===== src/rtl/i2cbm_pkg.sv =====
// Shared types and constants of the bit-level I2C master sequencer.
package i2cbm_pkg;

    // Byte framing on the bus
    localparam int BITS_PER_BYTE = 8;
    localparam int BIT_COUNT_W   = $clog2(BITS_PER_BYTE + 1);

    // Wait counter width default
    localparam int WAIT_WIDTH_DEF = 16;

    // Configuration register widths and reset values
    localparam int DELAY_W      = 16;
    localparam int TIMEOUT_W    = 8;
    localparam int CFG_INDEX_W  = 1;
    localparam int CFG_DATA_W   = 16;
    localparam logic [DELAY_W-1:0]   DELAY_RESET   = 16'd100;
    localparam logic [TIMEOUT_W-1:0] TIMEOUT_RESET = 8'd200;

    // Configuration register indexes
    localparam logic [CFG_INDEX_W-1:0] CFG_DELAY_TICKS = 1'b0;
    localparam logic [CFG_INDEX_W-1:0] CFG_ACK_TIMEOUT = 1'b1;

    // Command codes
    localparam int OP_W = 3;
    localparam logic [OP_W-1:0] OP_NONE  = 3'd0;
    localparam logic [OP_W-1:0] OP_START = 3'd1;
    localparam logic [OP_W-1:0] OP_STOP  = 3'd2;
    localparam logic [OP_W-1:0] OP_WRITE = 3'd3;
    localparam logic [OP_W-1:0] OP_READ  = 3'd4;

    // Sequencer phases
    typedef enum logic [4:0] {
        PH_IDLE, PH_FIN,
        PH_S_SDA1, PH_S_SCL1, PH_S_SDA0, PH_S_SCL0,
        PH_P_SDA0, PH_P_SCL1, PH_P_SDA1,
        PH_W_SCL0, PH_W_BIT, PH_W_SCLH, PH_W_SCLL,
        PH_A_SDA1, PH_A_SCL1, PH_A_POLL, PH_A_SCL0,
        PH_N_SCL1, PH_N_SDA1,
        PH_R_SCL0, PH_R_SCLH, PH_R_SCLL,
        PH_K_SDA1, PH_K_SCL1, PH_K_SCL0
    } phase_t;

endpackage


===== src/rtl/i2c_bit_level_master_unit.sv =====
// Bit-level I2C master sequencer: one input item per clock tick of the bus sequencer.
// Latency: the result item for an accepted tick is valid on the next cycle.
// Throughput: one item per cycle; the state registers and the result register are
// updated together on accept, so a new item is taken whenever the result is taken.
// Reset: idle, SCL and SDA released high, counters, nack and read byte cleared,
// delay_ticks = 100, ack_timeout = 200.
module i2c_bit_level_master_unit #(
    parameter int WAIT_WIDTH = i2cbm_pkg::WAIT_WIDTH_DEF
) (
    input  logic                                 clk,
    input  logic                                 rst_n,
    // input item channel
    input  logic                                 in_valid,
    output logic                                 in_ready,
    input  logic [i2cbm_pkg::OP_W-1:0]           op,
    input  logic [i2cbm_pkg::BITS_PER_BYTE-1:0]  wr_byte,
    input  logic                                 sda_in,
    // result item channel
    output logic                                 out_valid,
    input  logic                                 out_ready,
    output logic                                 scl_out,
    output logic                                 sda_out,
    output logic                                 busy_res,
    output logic                                 done_res,
    output logic [i2cbm_pkg::BITS_PER_BYTE-1:0]  rd_byte,
    output logic                                 nack,
    // configuration write channel
    input  logic                                 cfg_valid,
    output logic                                 cfg_ready,
    input  logic [i2cbm_pkg::CFG_INDEX_W-1:0]    cfg_index,
    input  logic [i2cbm_pkg::CFG_DATA_W-1:0]     cfg_data
);

    localparam int NB  = i2cbm_pkg::BITS_PER_BYTE;
    localparam int BCW = i2cbm_pkg::BIT_COUNT_W;
    localparam int TW  = i2cbm_pkg::TIMEOUT_W;

    // Configuration registers
    logic [i2cbm_pkg::DELAY_W-1:0] delay_reg;
    logic [TW-1:0]                 timeout_reg;

    // Sequencer state
    i2cbm_pkg::phase_t phase_reg, phase_next;
    logic [WAIT_WIDTH-1:0] wait_reg, wait_next;
    logic [BCW-1:0]        bit_cnt_reg, bit_cnt_next;
    logic [NB-1:0]         shift_reg, shift_next;
    logic [TW-1:0]         poll_reg, poll_next;
    logic                  nack_reg, nack_next;
    logic                  scl_reg, scl_next;
    logic                  sda_reg, sda_next;
    logic [NB-1:0]         rd_hold_reg, rd_hold_next;
    logic                  done_reg, done_next;
    logic                  out_valid_reg;

    // Decode
    logic              accept;
    logic              is_idle;
    logic              cmd_valid;
    logic              run;
    i2cbm_pkg::phase_t act_phase;
    i2cbm_pkg::phase_t cmd_phase;
    logic [BCW-1:0]    bit_inc;
    logic              byte_end;
    logic [NB-1:0]     rd_shift;
    logic              poll_timeout;
    logic [WAIT_WIDTH-1:0] wait_load;

    // Take a new tick whenever the result slot is empty or being drained.
    assign accept    = in_valid && in_ready;
    assign in_ready  = !out_valid_reg || out_ready;
    assign cfg_ready = 1'b1;

    assign is_idle   = (phase_reg == i2cbm_pkg::PH_IDLE);
    assign cmd_valid = (op == i2cbm_pkg::OP_START) || (op == i2cbm_pkg::OP_STOP) ||
                       (op == i2cbm_pkg::OP_WRITE) || (op == i2cbm_pkg::OP_READ);

    // A command acts on the tick it arrives; otherwise act once the wait has run out.
    assign run = is_idle ? cmd_valid : (wait_reg == '0);

    always_comb
    begin
        unique case (op)
            i2cbm_pkg::OP_START: cmd_phase = i2cbm_pkg::PH_S_SDA1;
            i2cbm_pkg::OP_STOP:  cmd_phase = i2cbm_pkg::PH_P_SDA0;
            i2cbm_pkg::OP_WRITE: cmd_phase = i2cbm_pkg::PH_W_SCL0;
            i2cbm_pkg::OP_READ:  cmd_phase = i2cbm_pkg::PH_R_SCL0;
            default:             cmd_phase = i2cbm_pkg::PH_IDLE;
        endcase
    end

    assign act_phase = is_idle ? cmd_phase : phase_reg;

    // A new command restarts the bit counter, so count from zero in that case.
    assign bit_inc      = (is_idle ? '0 : bit_cnt_reg) + BCW'(1);
    assign byte_end     = (bit_inc >= BCW'(NB));
    assign rd_shift     = {shift_reg[NB-2:0], sda_in};
    assign poll_timeout = (poll_reg >= timeout_reg);
    // Truncate or extend the configured delay to the counter width.
    assign wait_load    = WAIT_WIDTH'(delay_reg);

    // Next phase
    always_comb
    begin
        phase_next = phase_reg;
        if (run)
        begin
            unique case (act_phase)
                i2cbm_pkg::PH_IDLE:   phase_next = i2cbm_pkg::PH_IDLE;
                i2cbm_pkg::PH_FIN:    phase_next = i2cbm_pkg::PH_IDLE;
                i2cbm_pkg::PH_S_SDA1: phase_next = i2cbm_pkg::PH_S_SCL1;
                i2cbm_pkg::PH_S_SCL1: phase_next = i2cbm_pkg::PH_S_SDA0;
                i2cbm_pkg::PH_S_SDA0: phase_next = i2cbm_pkg::PH_S_SCL0;
                i2cbm_pkg::PH_S_SCL0: phase_next = i2cbm_pkg::PH_FIN;
                i2cbm_pkg::PH_P_SDA0: phase_next = i2cbm_pkg::PH_P_SCL1;
                i2cbm_pkg::PH_P_SCL1: phase_next = i2cbm_pkg::PH_P_SDA1;
                i2cbm_pkg::PH_P_SDA1: phase_next = i2cbm_pkg::PH_FIN;
                i2cbm_pkg::PH_W_SCL0: phase_next = i2cbm_pkg::PH_W_BIT;
                i2cbm_pkg::PH_W_BIT:  phase_next = i2cbm_pkg::PH_W_SCLH;
                i2cbm_pkg::PH_W_SCLH: phase_next = i2cbm_pkg::PH_W_SCLL;
                i2cbm_pkg::PH_W_SCLL:
                    phase_next = byte_end ? i2cbm_pkg::PH_A_SDA1 : i2cbm_pkg::PH_W_BIT;
                i2cbm_pkg::PH_A_SDA1: phase_next = i2cbm_pkg::PH_A_SCL1;
                i2cbm_pkg::PH_A_SCL1: phase_next = i2cbm_pkg::PH_A_POLL;
                i2cbm_pkg::PH_A_POLL:
                begin
                    if (!sda_in)
                        phase_next = i2cbm_pkg::PH_FIN;
                    else if (poll_timeout)
                        phase_next = i2cbm_pkg::PH_N_SCL1;
                    else
                        phase_next = i2cbm_pkg::PH_A_POLL;
                end
                i2cbm_pkg::PH_N_SCL1: phase_next = i2cbm_pkg::PH_N_SDA1;
                i2cbm_pkg::PH_N_SDA1: phase_next = i2cbm_pkg::PH_A_SCL0;
                i2cbm_pkg::PH_A_SCL0: phase_next = i2cbm_pkg::PH_FIN;
                i2cbm_pkg::PH_R_SCL0: phase_next = i2cbm_pkg::PH_R_SCLH;
                i2cbm_pkg::PH_R_SCLH: phase_next = i2cbm_pkg::PH_R_SCLL;
                i2cbm_pkg::PH_R_SCLL:
                    phase_next = byte_end ? i2cbm_pkg::PH_K_SDA1 : i2cbm_pkg::PH_R_SCLH;
                i2cbm_pkg::PH_K_SDA1: phase_next = i2cbm_pkg::PH_K_SCL1;
                i2cbm_pkg::PH_K_SCL1: phase_next = i2cbm_pkg::PH_K_SCL0;
                i2cbm_pkg::PH_K_SCL0: phase_next = i2cbm_pkg::PH_FIN;
                default:              phase_next = i2cbm_pkg::PH_IDLE;
            endcase
        end
    end

    // Pin levels, wait counter and datapath registers
    always_comb
    begin
        wait_next    = wait_reg;
        bit_cnt_next = bit_cnt_reg;
        shift_next   = shift_reg;
        poll_next    = poll_reg;
        nack_next    = nack_reg;
        scl_next     = scl_reg;
        sda_next     = sda_reg;
        rd_hold_next = rd_hold_reg;
        done_next    = 1'b0;

        // Count down the wait between pin changes.
        if (!is_idle && !run)
            wait_next = wait_reg - WAIT_WIDTH'(1);

        // Load a new command.
        if (is_idle && cmd_valid)
        begin
            bit_cnt_next = '0;
            poll_next    = '0;
            wait_next    = '0;
            if (op == i2cbm_pkg::OP_WRITE)
            begin
                shift_next = wr_byte;
                nack_next  = 1'b0;
            end
            else if (op == i2cbm_pkg::OP_READ)
                shift_next = '0;
        end

        if (run)
        begin
            unique case (act_phase)
                i2cbm_pkg::PH_FIN:
                    done_next = 1'b1;
                i2cbm_pkg::PH_S_SDA1, i2cbm_pkg::PH_P_SDA1, i2cbm_pkg::PH_A_SDA1,
                i2cbm_pkg::PH_N_SDA1, i2cbm_pkg::PH_K_SDA1:
                begin
                    sda_next  = 1'b1;
                    wait_next = wait_load;
                end
                i2cbm_pkg::PH_S_SDA0, i2cbm_pkg::PH_P_SDA0:
                begin
                    sda_next  = 1'b0;
                    wait_next = wait_load;
                end
                i2cbm_pkg::PH_S_SCL1, i2cbm_pkg::PH_P_SCL1, i2cbm_pkg::PH_W_SCLH,
                i2cbm_pkg::PH_N_SCL1, i2cbm_pkg::PH_R_SCLH, i2cbm_pkg::PH_K_SCL1:
                begin
                    scl_next  = 1'b1;
                    wait_next = wait_load;
                end
                i2cbm_pkg::PH_A_SCL1:
                begin
                    scl_next  = 1'b1;
                    poll_next = '0;
                    wait_next = wait_load;
                end
                i2cbm_pkg::PH_S_SCL0, i2cbm_pkg::PH_W_SCL0, i2cbm_pkg::PH_A_SCL0,
                i2cbm_pkg::PH_R_SCL0, i2cbm_pkg::PH_K_SCL0:
                begin
                    scl_next  = 1'b0;
                    wait_next = wait_load;
                end
                i2cbm_pkg::PH_W_BIT:
                begin
                    // Shift out MSB first.
                    sda_next   = shift_reg[NB-1];
                    shift_next = {shift_reg[NB-2:0], 1'b0};
                    wait_next  = wait_load;
                end
                i2cbm_pkg::PH_W_SCLL:
                begin
                    bit_cnt_next = bit_inc;
                    scl_next     = 1'b0;
                    wait_next    = wait_load;
                end
                i2cbm_pkg::PH_A_POLL:
                begin
                    if (!sda_in)
                    begin
                        // Acknowledged: drop SCL and finish.
                        scl_next  = 1'b0;
                        wait_next = wait_load;
                    end
                    else if (poll_timeout)
                    begin
                        // No acknowledge: flag it and run a stop.
                        nack_next = 1'b1;
                        sda_next  = 1'b0;
                        wait_next = wait_load;
                    end
                    else
                        poll_next = poll_reg + TW'(1);
                end
                i2cbm_pkg::PH_R_SCLL:
                begin
                    // Sample SDA into the low end while SCL is high.
                    shift_next   = rd_shift;
                    bit_cnt_next = bit_inc;
                    if (byte_end)
                        rd_hold_next = rd_shift;
                    scl_next  = 1'b0;
                    wait_next = wait_load;
                end
                default:
                begin
                end
            endcase
        end
    end

    // Configuration registers
    always_ff @(posedge clk or negedge rst_n)
    begin
        if (!rst_n)
        begin
            delay_reg   <= i2cbm_pkg::DELAY_RESET;
            timeout_reg <= i2cbm_pkg::TIMEOUT_RESET;
        end
        else if (cfg_valid && cfg_ready)
        begin
            unique case (cfg_index)
                i2cbm_pkg::CFG_DELAY_TICKS: delay_reg   <= cfg_data[i2cbm_pkg::DELAY_W-1:0];
                i2cbm_pkg::CFG_ACK_TIMEOUT: timeout_reg <= cfg_data[TW-1:0];
                default:
                begin
                end
            endcase
        end
    end

    // Sequencer state and result register, advanced once per accepted item
    always_ff @(posedge clk or negedge rst_n)
    begin
        if (!rst_n)
        begin
            phase_reg     <= i2cbm_pkg::PH_IDLE;
            wait_reg      <= '0;
            bit_cnt_reg   <= '0;
            shift_reg     <= '0;
            poll_reg      <= '0;
            nack_reg      <= 1'b0;
            scl_reg       <= 1'b1;
            sda_reg       <= 1'b1;
            rd_hold_reg   <= '0;
            done_reg      <= 1'b0;
            out_valid_reg <= 1'b0;
        end
        else
        begin
            if (accept)
            begin
                phase_reg   <= phase_next;
                wait_reg    <= wait_next;
                bit_cnt_reg <= bit_cnt_next;
                shift_reg   <= shift_next;
                poll_reg    <= poll_next;
                nack_reg    <= nack_next;
                scl_reg     <= scl_next;
                sda_reg     <= sda_next;
                rd_hold_reg <= rd_hold_next;
                done_reg    <= done_next;
            end
            // Hold the result until taken; refill on every accepted item.
            if (accept)
                out_valid_reg <= 1'b1;
            else if (out_ready)
                out_valid_reg <= 1'b0;
        end
    end

    // The result item is the state left by the last accepted tick.
    assign out_valid = out_valid_reg;
    assign scl_out   = scl_reg;
    assign sda_out   = sda_reg;
    assign busy_res  = (phase_reg != i2cbm_pkg::PH_IDLE);
    assign done_res  = done_reg;
    assign rd_byte   = rd_hold_reg;
    assign nack      = nack_reg;

endmodule

===== config.mk =====
export PLATFORM = sky130hd
export DESIGN_NAME = i2c_bit_level_master_unit
export DESIGN_NICKNAME = d
export VERILOG_FILES = /design/src/rtl/i2cbm_pkg.sv /design/src/rtl/i2c_bit_level_master_unit.sv
export SDC_FILE = /design/constraint.sdc
export NUM_CORES = 1
export LEC_CHECK = 0
export ABC_AREA = 1
export BUFFER_PORTS_ARGS = -buffer_cell sky130_fd_sc_hd__buf_2
export CAP_MARGIN = 25
export CORE_MARGIN = 5
export CORE_UTILIZATION = 55
export CTS_CLUSTER_DIAMETER = 80
export DETAILED_ROUTE_END_ITERATION = 8
export GPL_TIMING_DRIVEN = 0
export PLACE_DENSITY = 0.71
export REMOVE_ABC_BUFFERS = 1
export SYNTH_ARGS = -nofsm -noshare
export SYNTH_HDL_FRONTEND = slang
export SYNTH_SLANG_ARGS = --single-unit

===== constraint.sdc =====
create_clock -name clk -period 2.8 [get_ports clk]
set_clock_uncertainty 0.2 [all_clocks]
set_input_delay 0.28 -clock clk [delete_from_list [all_inputs] [get_ports clk]]
set_output_delay 0.28 -clock clk [all_outputs]
set_load 0.05 [all_outputs]

==> impl_metrics.py, run 1 <==
metrics = {
    "setup_path": {
        "cp_cell_sequence": "nor2_4, nand2_4, nor2_8, nand2_2, nand2_4, nand2_1, inv_2, nand2_4, nor2_4, nor2_2, o31ai_1, o21ai_0",
        "crit_fanout": 8,
        "ff2ff_setup_slack_ps": 140,
        "path_buf_inv": 1,
        "ff2ff_path_depth": 12,
        "arrival_ps": 2690,
        "critPathCaptureType": "register",
        "max_stage_delay_ps": 460,
        "worst-path-stages": 12,
        "cp_slowest_cell": "dfrtp_1",
        "worstSetupStartpointType": "register",
        "crit_family": "simple AND/OR/NAND/NOR gates",
        "cp.required_ps": 2830,
        "worstReg2RegEnd": "phase_reg[2]",
        "crit_type": "register to register",
        "cpMostUsedCell": "nand2_4",
        "rr_startpoint": "phase_reg[4]",
    },
    "power_and_ir_drop": {
        "vdd_drop_max_mv": 0.343,
        "p_leak_nw": 3.01,
        "p_per_area_nw_per_um2": 890,
    },
    "sta": {
        "min_period_over_period_pct": 95.2,
        "min_period_ps": 2660,
        "hold_violations": 0,
        "slew_viol_final": 0,
        "tightest_slew_ps": 765,
        "fmax_ghz": 0.375,
        "rsz0062_at_grt": "false",
        "max_slew_margin_pct": 48.8,
        "setup_viol": 0,
    },
    "die": {
        "fp.dieArea_sq_um": 11400,
        "ios": 50,
        "placeableCoreArea_sq_um": 9200,
        "die_x_microns": 107,
        "start_util_pct": 56.2,
        "die_h_microns": 107,
        "rows": 35,
    },
    "min_path": {
        "hp-start": "cfg_data[4]",
        "whs_path_depth": 3,
        "hp-class": "primary input to register",
        "min_to": "delay_reg[4]",
    },
    "yosys": {
        "synth_area_per_cell_sq_um": 7.64,
        "synth_seq_cells": 78,
        "synth_compound_area_share_pct": 14.7,
        "ys_types": 50,
        "seq_area_frac_synth_pct": 37.9,
        "muxShareOfSynthArea_pct": 1.74,
        "synthArstFlopShare_pct": 100,
        "syn_inst": 677,
        "synth_area_sq_um": 5170,
        "synthSimpleGateAreaFrac_pct": 33.7,
        "synth-main-ff-cell": "dfrtp_1",
        "yosysWarnings": 0,
        "synth_top_family_by_area": "simple AND/OR/NAND/NOR gates",
        "synth_fa_ha_area_share_pct": 2.66,
        "synth_xor_xnor_area_share_pct": 0.847,
        "synth_edf_count": 0,
    },
    "clock_tree": {
        "clock_latency_ps": 360,
        "clk_pin_slew_ps": 100,
        "cts_tree": "done",
        "root_buffer": "clkbuf_8",
        "cts_max_level": 3,
        "numCtsBuffers": 9,
        "clk_path_buf_depth": 2,
        "cts.sinks": 78,
    },
    "global_routing": {
        "gr-total-overflow": 0,
        "first_global_vias": 4506,
        "grt_pass1_wl_microns": 21200,
        "antenna_found_initial": 0,
        "grt_max_degree": 41,
        "grt.total_usage_pct": 22.8,
    },
    "place": {
        "place_congestion": 0.903,
        "dp_hpwl_microns": 8970,
        "dp.cells": 818,
        "io_buffers": 48,
    },
    "cells_and_area": {
        "final_cell_mix": "nand2_1 (160), inv_1 (74), dfrtp_1 (70)",
        "antenna_cells": 0,
        "final_cells": 859,
        "final_common_cell": "nand2_1",
        "area_growth_pct": 15.0,
        "fin_util_pct": 64.7,
        "drive_gt1_share_pct": 21.9,
        "nets": 788,
    },
    "routing": {
        "drtAntennaViolNets": 0,
        "via_per_inst": 5.40,
        "routed-via-count": 4639,
        "wl_microns": 12400,
        "drcViolationCount": 0,
        "drtIter0Drc": 238,
        "wl_per_cell_microns": 14.5,
        "dr.pass1.iters": 5,
    },
    "status": {
        "outcome": "finished, final reports clean",
    },
    "flow_run": {
        "cap_violations": 0,
    },
}
stage by stage:
step | setup TNS [ps] | instance area (sq um) | hold slack (ps) | power [mW] | setup slack (ps)
floorplan | -11050 | 5060 | -216 | 3.81 | -524
global placement | -18440 | 5440 | 261 | 4.33 | -847
detailed placement | -8200 | 5490 | 92.6 | 4.41 | -520
CTS | 0 | 5870 | 3.77 | 5.28 | 9.73
global route | 0 | 5950 | 47.6 | 5.76 | 2.58
finish | 0 | 5950 | 15.9 | 5.29 | 136
how the worst max path moves through the flow:
stage	slack [ps]	endpoint	startpoint
CTS	10	rd_byte[5]	out_ready
finish	140	phase_reg[2]	phase_reg[4]
global route	3	wait_reg[7]	wait_reg[0]
floorplan	-520	rd_byte[0]	out_valid
global placement	-850	rd_byte[2]	out_ready
detailed placement	-520	rd_byte[5]	phase_reg[4]
power breakdown:
group / internal [mW] / switching [mW] / total (mW)
clock: 0.343 / 0.496 / 0.838
combinational: 0.956 / 1.79 / 2.75
sequential: 1.44 / 0.268 / 1.71
tightest hold or removal path, delay by kind of cell:
kind,cells,cell delay [ps]
compound gates,1,80
buf+inv,2,160
cells in the mapped netlist, types with 5 or more instances:
library cell / count / area share [%]
nand2_4: 10 / 2.2
inv_1: 75 / 5.4
dfstp_2: 8 / 4.1
nand2_1: 161 / 12
inv_2: 8 / 0.58
a21oi_1: 16 / 1.5
nor2_2: 5 / 0.60
dfrtp_1: 70 / 34
nand2_2: 12 / 1.5
nor2_4: 9 / 2.0
nand3_2: 9 / 1.7
clkbuf_1: 10 / 0.73
nand3_1: 60 / 5.8
ha_1: 11 / 2.7
nand4_1: 6 / 0.73
mux2_2: 8 / 1.7
o21ai_0: 65 / 6.3
buf_4: 5 / 0.73
nor2_1: 51 / 3.7
o211ai_1: 19 / 2.8
what timing repair did:
action,CTS,global route
hold buffers,17,0
endpoints found under the hold margin,52,0
pin swaps,0,2
buffers inserted,0,8
endpoints found under the setup margin,30,33
resized for setup,7,5
area by class of cell:
type / instances / area (sq um)
Inverter: 84 / 327
Multi-Input combinational cell: 495 / 2810
Fill cell: 830 / 3250
Tap cell: 111 / 139
Sequential cell: 78 / 1960
Clock buffer: 9 / 124
Clock inverter: 7 / 63.8
Timing Repair Buffer: 75 / 520
routing by layer:
layer	wire (microns)	track usage, %	vias up
li1	-	-	2366
met1	5710	30.1	2174
met2	6140	39.4	92
met3	502	3.61	7
met4	93	5.39	0
met5	0	0	-
cells by family after synthesis:
logic type | Yosys count
xor gates and xnor gates | 5
muxes | 8
buffers and inverters | 104
other | 1
adders and majority gates | 11
DFF | 78
AOI/OAI and AO/OA | 127
and+or+nand+nor | 343
No activity file was read; power rests on OpenSTA's default activity.
==> run 2, diff against run 1 <==
Settings changed: CAP_MARGIN 25 to 30, CTS_BUF_LIST set to sky130_fd_sc_hd__clkbuf_8 sky130_fd_sc_hd__clkbuf_16.
==> run 2 against run 1 <==
Clock-buffer cell count unchanged. Power shrank 0.11%. Flip-flop and latch count unchanged. Core utilization shrank 0.20 points. Hold slack worse by 10 ps. Die area unchanged. Final cell count shrank 0.12%. Critical path type is now primary input to register. Largest power group unchanged.
==> impl_metrics.py, run 2 (synthesized netlist as in run 1, its figures left out) <==
metrics = {
    "sta": {
        "slew_viol_final": 0,
        "setup_ws_ps": 183,
        "hold_slack_ps": 5.49,
        "max_slew_margin_pct": 48.0,
        "tightest_slew_ps": 778,
        "fmax_ghz": 0.382,
        "tns_ps": 0,
        "hold_violations": 0,
        "min_period_ps": 2620,
        "min_period_over_period_pct": 93.5,
        "setup_viol": 0,
    },
    "setup_path": {
        "worstSetupStartpointType": "primary input",
        "rr_startpoint": "wait_reg[0]",
        "arrival_ps": 2660,
        "worstReg2RegEnd": "rd_byte[1]",
        "cpMostUsedCell": "nand2_2",
        "ff2ff_path_depth": 11,
        "crit_fanout": 32,
        "cp_cell_sequence": "dlygate4sd3_1, buf_2, inv_1, nand2_1, nand2_2, clkinvlp_4, buf_4, buf_16, nand2_2, inv_8, nand2_2, o21ai_0",
        "crit_family": "buffers and inverters",
        "max_stage_delay_ps": 530,
        "path_buf_inv": 7,
        "crit_type": "primary input to register",
        "cp.required_ps": 2850,
        "ff2ff_setup_slack_ps": 200,
        "cp_slowest_cell": "dlygate4sd3_1",
        "critPathCaptureType": "register",
    },
    "cells_and_area": {
        "num-fill-cells": 818,
        "area_growth_pct": 14.7,
        "drive_gt1_share_pct": 21.6,
        "final_common_cell": "nand2_1",
        "fin_util_pct": 64.5,
        "nets": 787,
        "antenna_cells": 0,
        "final_cells": 858,
        "stdcell_area_sq_um": 5930,
        "final_cell_mix": "nand2_1 (160), inv_1 (74), dfrtp_1 (70)",
    },
    "place": {
        "place_congestion": 0.903,
        "pre_cts_ws_ps": -520,
        "io_buffers": 48,
        "dp.cells": 818,
        "placed_cell_area_sq_um": 5490,
        "dp_hpwl_microns": 8910,
    },
    "clock_tree": {
        "clk_path_buf_depth": 2,
        "cts_max_level": 3,
        "clk_pin_slew_ps": 100,
        "cts_tree": "done",
        "numCtsBuffers": 9,
        "root_buffer": "clkbuf_8",
        "clock_latency_ps": 370,
        "cts.sinks": 78,
    },
    "flow_run": {
        "cap_violations": 0,
    },
    "global_routing": {
        "grt_pass1_wl_microns": 21000,
        "first_global_vias": 4493,
        "grt_max_degree": 41,
        "gr-total-overflow": 0,
        "antenna_found_initial": 0,
        "grt.total_usage_pct": 22.6,
    },
    "die": {
        "start_util_pct": 56.2,
        "die_x_microns": 107,
        "die_h_microns": 107,
        "placeableCoreArea_sq_um": 9200,
        "rows": 35,
        "fp.dieArea_sq_um": 11400,
        "ios": 50,
    },
    "routing": {
        "via_per_inst": 5.40,
        "drcViolationCount": 0,
        "wl_per_cell_microns": 14.3,
        "drtIter0Drc": 246,
        "routed-via-count": 4632,
        "drtAntennaViolNets": 0,
        "wl_microns": 12300,
        "dr.pass1.iters": 6,
    },
    "power_and_ir_drop": {
        "power.total_mw": 5.29,
        "p_leak_nw": 3.00,
        "p_per_area_nw_per_um2": 892,
        "vdd_drop_max_mv": 0.330,
    },
    "min_path": {
        "min_to": "timeout_reg[3]",
        "hp-start": "cfg_data[3]",
        "hp-class": "primary input to register",
        "whs_path_depth": 3,
    },
    "status": {
        "outcome": "finished, final reports clean",
    },
}
==> run 2: tightest hold or removal path, stage by stage <==
cell     delay (ps)
buf_2            90
inv_1            80
o21ai_0         100
==> run 2: cell type report <==
type / count / area, sq um / area share, %
Clock inverter: 7 / 63.8 / 1.08
Tap cell: 111 / 139 / 2.34
Timing Repair Buffer: 74 / 510 / 8.61
Sequential cell: 78 / 1960 / 33.1
Multi-Input combinational cell: 495 / 2810 / 47.3
Inverter: 84 / 327 / 5.51
Clock buffer: 9 / 124 / 2.09
==> run 2: per-layer routing <==
layer	wire, microns	share of wire, %	vias up	global-route usage [%]
met4	165	1.3	0	6.39
met1	5580	45	2152	29.1
li1	-	-	2360	-
met2	6040	49	107	39.2
met5	0	0	-	0
met3	521	4.2	13	3.91
==> run 2: how the worst max path moves through the flow <==
stage / from / endpoint / slack, ps / cells after the start
6_report: out_ready / rd_byte[5] / 180 / 12
5_1_grt: timeout_reg[7] / poll_reg[3] / -3 / 12
4_1_cts: out_ready / rd_byte[5] / 5 / 11
3_5_place_dp: phase_reg[4] / rd_byte[5] / -520 / 9
3_3_place_gp: out_ready / rd_byte[2] / -850 / 10
2_1_floorplan: out_valid / rd_byte[0] / -520 / 8
==> run 2: timing repair <==
item                                    4_1_cts  5_1_grt
cloned                                        0        0
endpoints found under the setup margin       29       28
hold endpoints to repair                     51        0
setup buffers                                 0        8
hold buffers                                 16        0
pin swaps                                     0        2
resized for setup                             7        3
==> run 2: power by group <==
group	leakage (nW)	switching [mW]	internal (mW)
clock network	0.0903	0.497	0.342
logic	1.95	1.79	0.952
registers	0.961	0.268	1.44
==> run 3, diff against run 2 <==
Settings changed: CORE_UTILIZATION 55 to 40, PLACE_DENSITY 0.71 to 0.54.
==> run 3 against run 2 <==
Sequential power about the same. Sequential share of layout area is 0.93 points lower. Die area up 34%. Wire length is 8.1% higher. Critical path depth is 4 higher. Combinational power up 4%. Cell area up 2.9%. Highest routed layer unchanged.
==> impl_metrics.py, run 3 (synthesized netlist as in run 1, its figures left out) <==
metrics = {
    "status": {
        "outcome": "finished, final reports clean",
    },
    "place": {
        "io_buffers": 48,
        "place_congestion": 0.850,
        "placed_cell_area_sq_um": 5570,
        "dp_hpwl_microns": 9410,
    },
    "die": {
        "ios": 50,
        "die_h_microns": 124,
        "die_x_microns": 124,
        "fp.dieArea_sq_um": 15300,
        "placeableCoreArea_sq_um": 12700,
        "start_util_pct": 40.8,
        "rows": 41,
    },
    "cells_and_area": {
        "antenna_cells": 0,
        "area_growth_pct": 18.0,
        "nets": 779,
        "drive_gt1_share_pct": 21.9,
        "stdcell_area_sq_um": 6100,
        "final_cell_mix": "nand2_1 (160), inv_1 (74), dfrtp_1 (70)",
        "num-fill-cells": 1308,
        "final_common_cell": "nand2_1",
    },
    "global_routing": {
        "grt_max_degree": 41,
        "antenna_found_initial": 0,
        "first_global_vias": 4515,
        "grt.total_usage_pct": 18.3,
        "gr-total-overflow": 0,
        "grt_pass1_wl_microns": 22100,
    },
    "min_path": {
        "hp-start": "cfg_data[6]",
        "min_to": "delay_reg[6]",
        "whs_path_depth": 3,
        "hp-class": "primary input to register",
    },
    "clock_tree": {
        "cts.sinks": 78,
        "numCtsBuffers": 9,
        "clk_pin_slew_ps": 60,
        "cts_max_level": 3,
        "root_buffer": "clkbuf_16",
        "clk_path_buf_depth": 2,
        "clock_latency_ps": 340,
        "cts_tree": "done",
    },
    "power_and_ir_drop": {
        "vdd_drop_max_mv": 0.351,
        "power.total_mw": 5.88,
        "p_per_area_nw_per_um2": 963,
        "p_leak_nw": 3.06,
    },
    "setup_path": {
        "ff2ff_setup_slack_ps": 180,
        "crit_type": "register to register",
        "worstSetupStartpointType": "register",
        "worstReg2RegEnd": "wait_reg[2]",
        "ff2ff_path_depth": 16,
        "arrival_ps": 2650,
        "critPathCaptureType": "register",
        "cp.required_ps": 2830,
        "rr_startpoint": "phase_reg[4]",
        "crit_fanout": 9,
    },
    "sta": {
        "rsz0062_at_grt": "false",
        "slew_viol_final": 0,
        "fmax_ghz": 0.381,
        "min_period_ps": 2620,
        "setup_viol": 0,
        "tns_ps": 0,
        "tightest_slew_ps": 828,
        "max_slew_margin_pct": 44.7,
        "min_period_over_period_pct": 93.6,
        "hold_violations": 0,
    },
    "routing": {
        "wl_microns": 13300,
        "drcViolationCount": 0,
        "met3RoutedLength_microns": 580,
        "drtIter0Drc": 362,
        "wl_met1_microns": 6260,
        "drtAntennaViolNets": 0,
        "via_per_inst": 5.09,
        "routed-via-count": 4635,
        "dr.pass1.iters": 5,
        "top_layer_used": "met4",
        "wl_per_cell_microns": 14.6,
        "wl_met2_microns": 6310,
    },
    "flow_run": {
        "cap_violations": 0,
    },
}
-- run 3: worst max path at each step --
stage	startpoint	end	slack [ps]	cells after the start
finish	phase_reg[4]	wait_reg[2]	180	16
global route	wait_reg[0]	wait_reg[7]	6	14
CTS	timeout_reg[3]	poll_reg[2]	60	13
detailed placement	phase_reg[4]	rd_byte[2]	-590	10
global placement	out_ready	rd_byte[2]	-960	10
floorplan	out_valid	rd_byte[0]	-520	8
-- run 3: repair_timing --
action | CTS | global route
hold buffers | 10 | 0
buffers inserted | 2 | 3
cloned | 0 | 1
endpoints found under the hold margin | 46 | 0
resized for setup | 6 | 7
endpoints found under the setup margin | 41 | 35
pin swaps | 1 | 2
-- run 3: routing by layer --
layer / GRT usage (%) / vias to the layer above
met5: 0 / -
met1: 24.4 / 2159
met2: 30.3 / 105
met3: 3.00 / 14
li1: - / 2357
met4: 5.74 / 0
-- run 3: where the power goes --
part | internal, mW | total [mW] | switching (mW) | leakage (nW)
combinational | 0.962 | 2.85 | 1.88 | 1.94
sequential | 1.45 | 1.72 | 0.271 | 0.961
clock | 0.830 | 1.32 | 0.486 | 0.162
-- run 3: worst max-delay path, cell delays in order, from the launching register on --
cell and delay [ps]:
dfrtp_1 440, nor2_4 180, nand2_4 80, nor2_8 230, nand2_2 120, nand2_4 110, nor2_2 70, nand2_1 120
nand2_2 80, nor2_4 120, nand2_4 60, nor2_4 160, nand3_2 250, nand3_2 120, nand2_1 60, nand2_1 60
nand2_1 50
-- run 3: layout make-up --
cell class	instances	area (sq um)	area share (%)
clock buffer	11	253	4.14
clock inverter	5	81.3	1.33
inverter	84	327	5.35
multi-input combinational	496	2830	46.4
sequential	78	1960	32.2
tap	172	215	3.53
timing repair buffer	65	435	7.14
-- run 3: metrics by stage --
stage,instances,hold WS [ps],setup WS [ps],util (%)
after floorplan,657,-216,-524,-
after global placement,877,260,-957,43.5
after detailed placement,879,106,-590,44.0
after CTS,907,1.14,63.5,47.7
after global routing,911,5.08,6.02,48.2
final,911,1.58,178,48.2
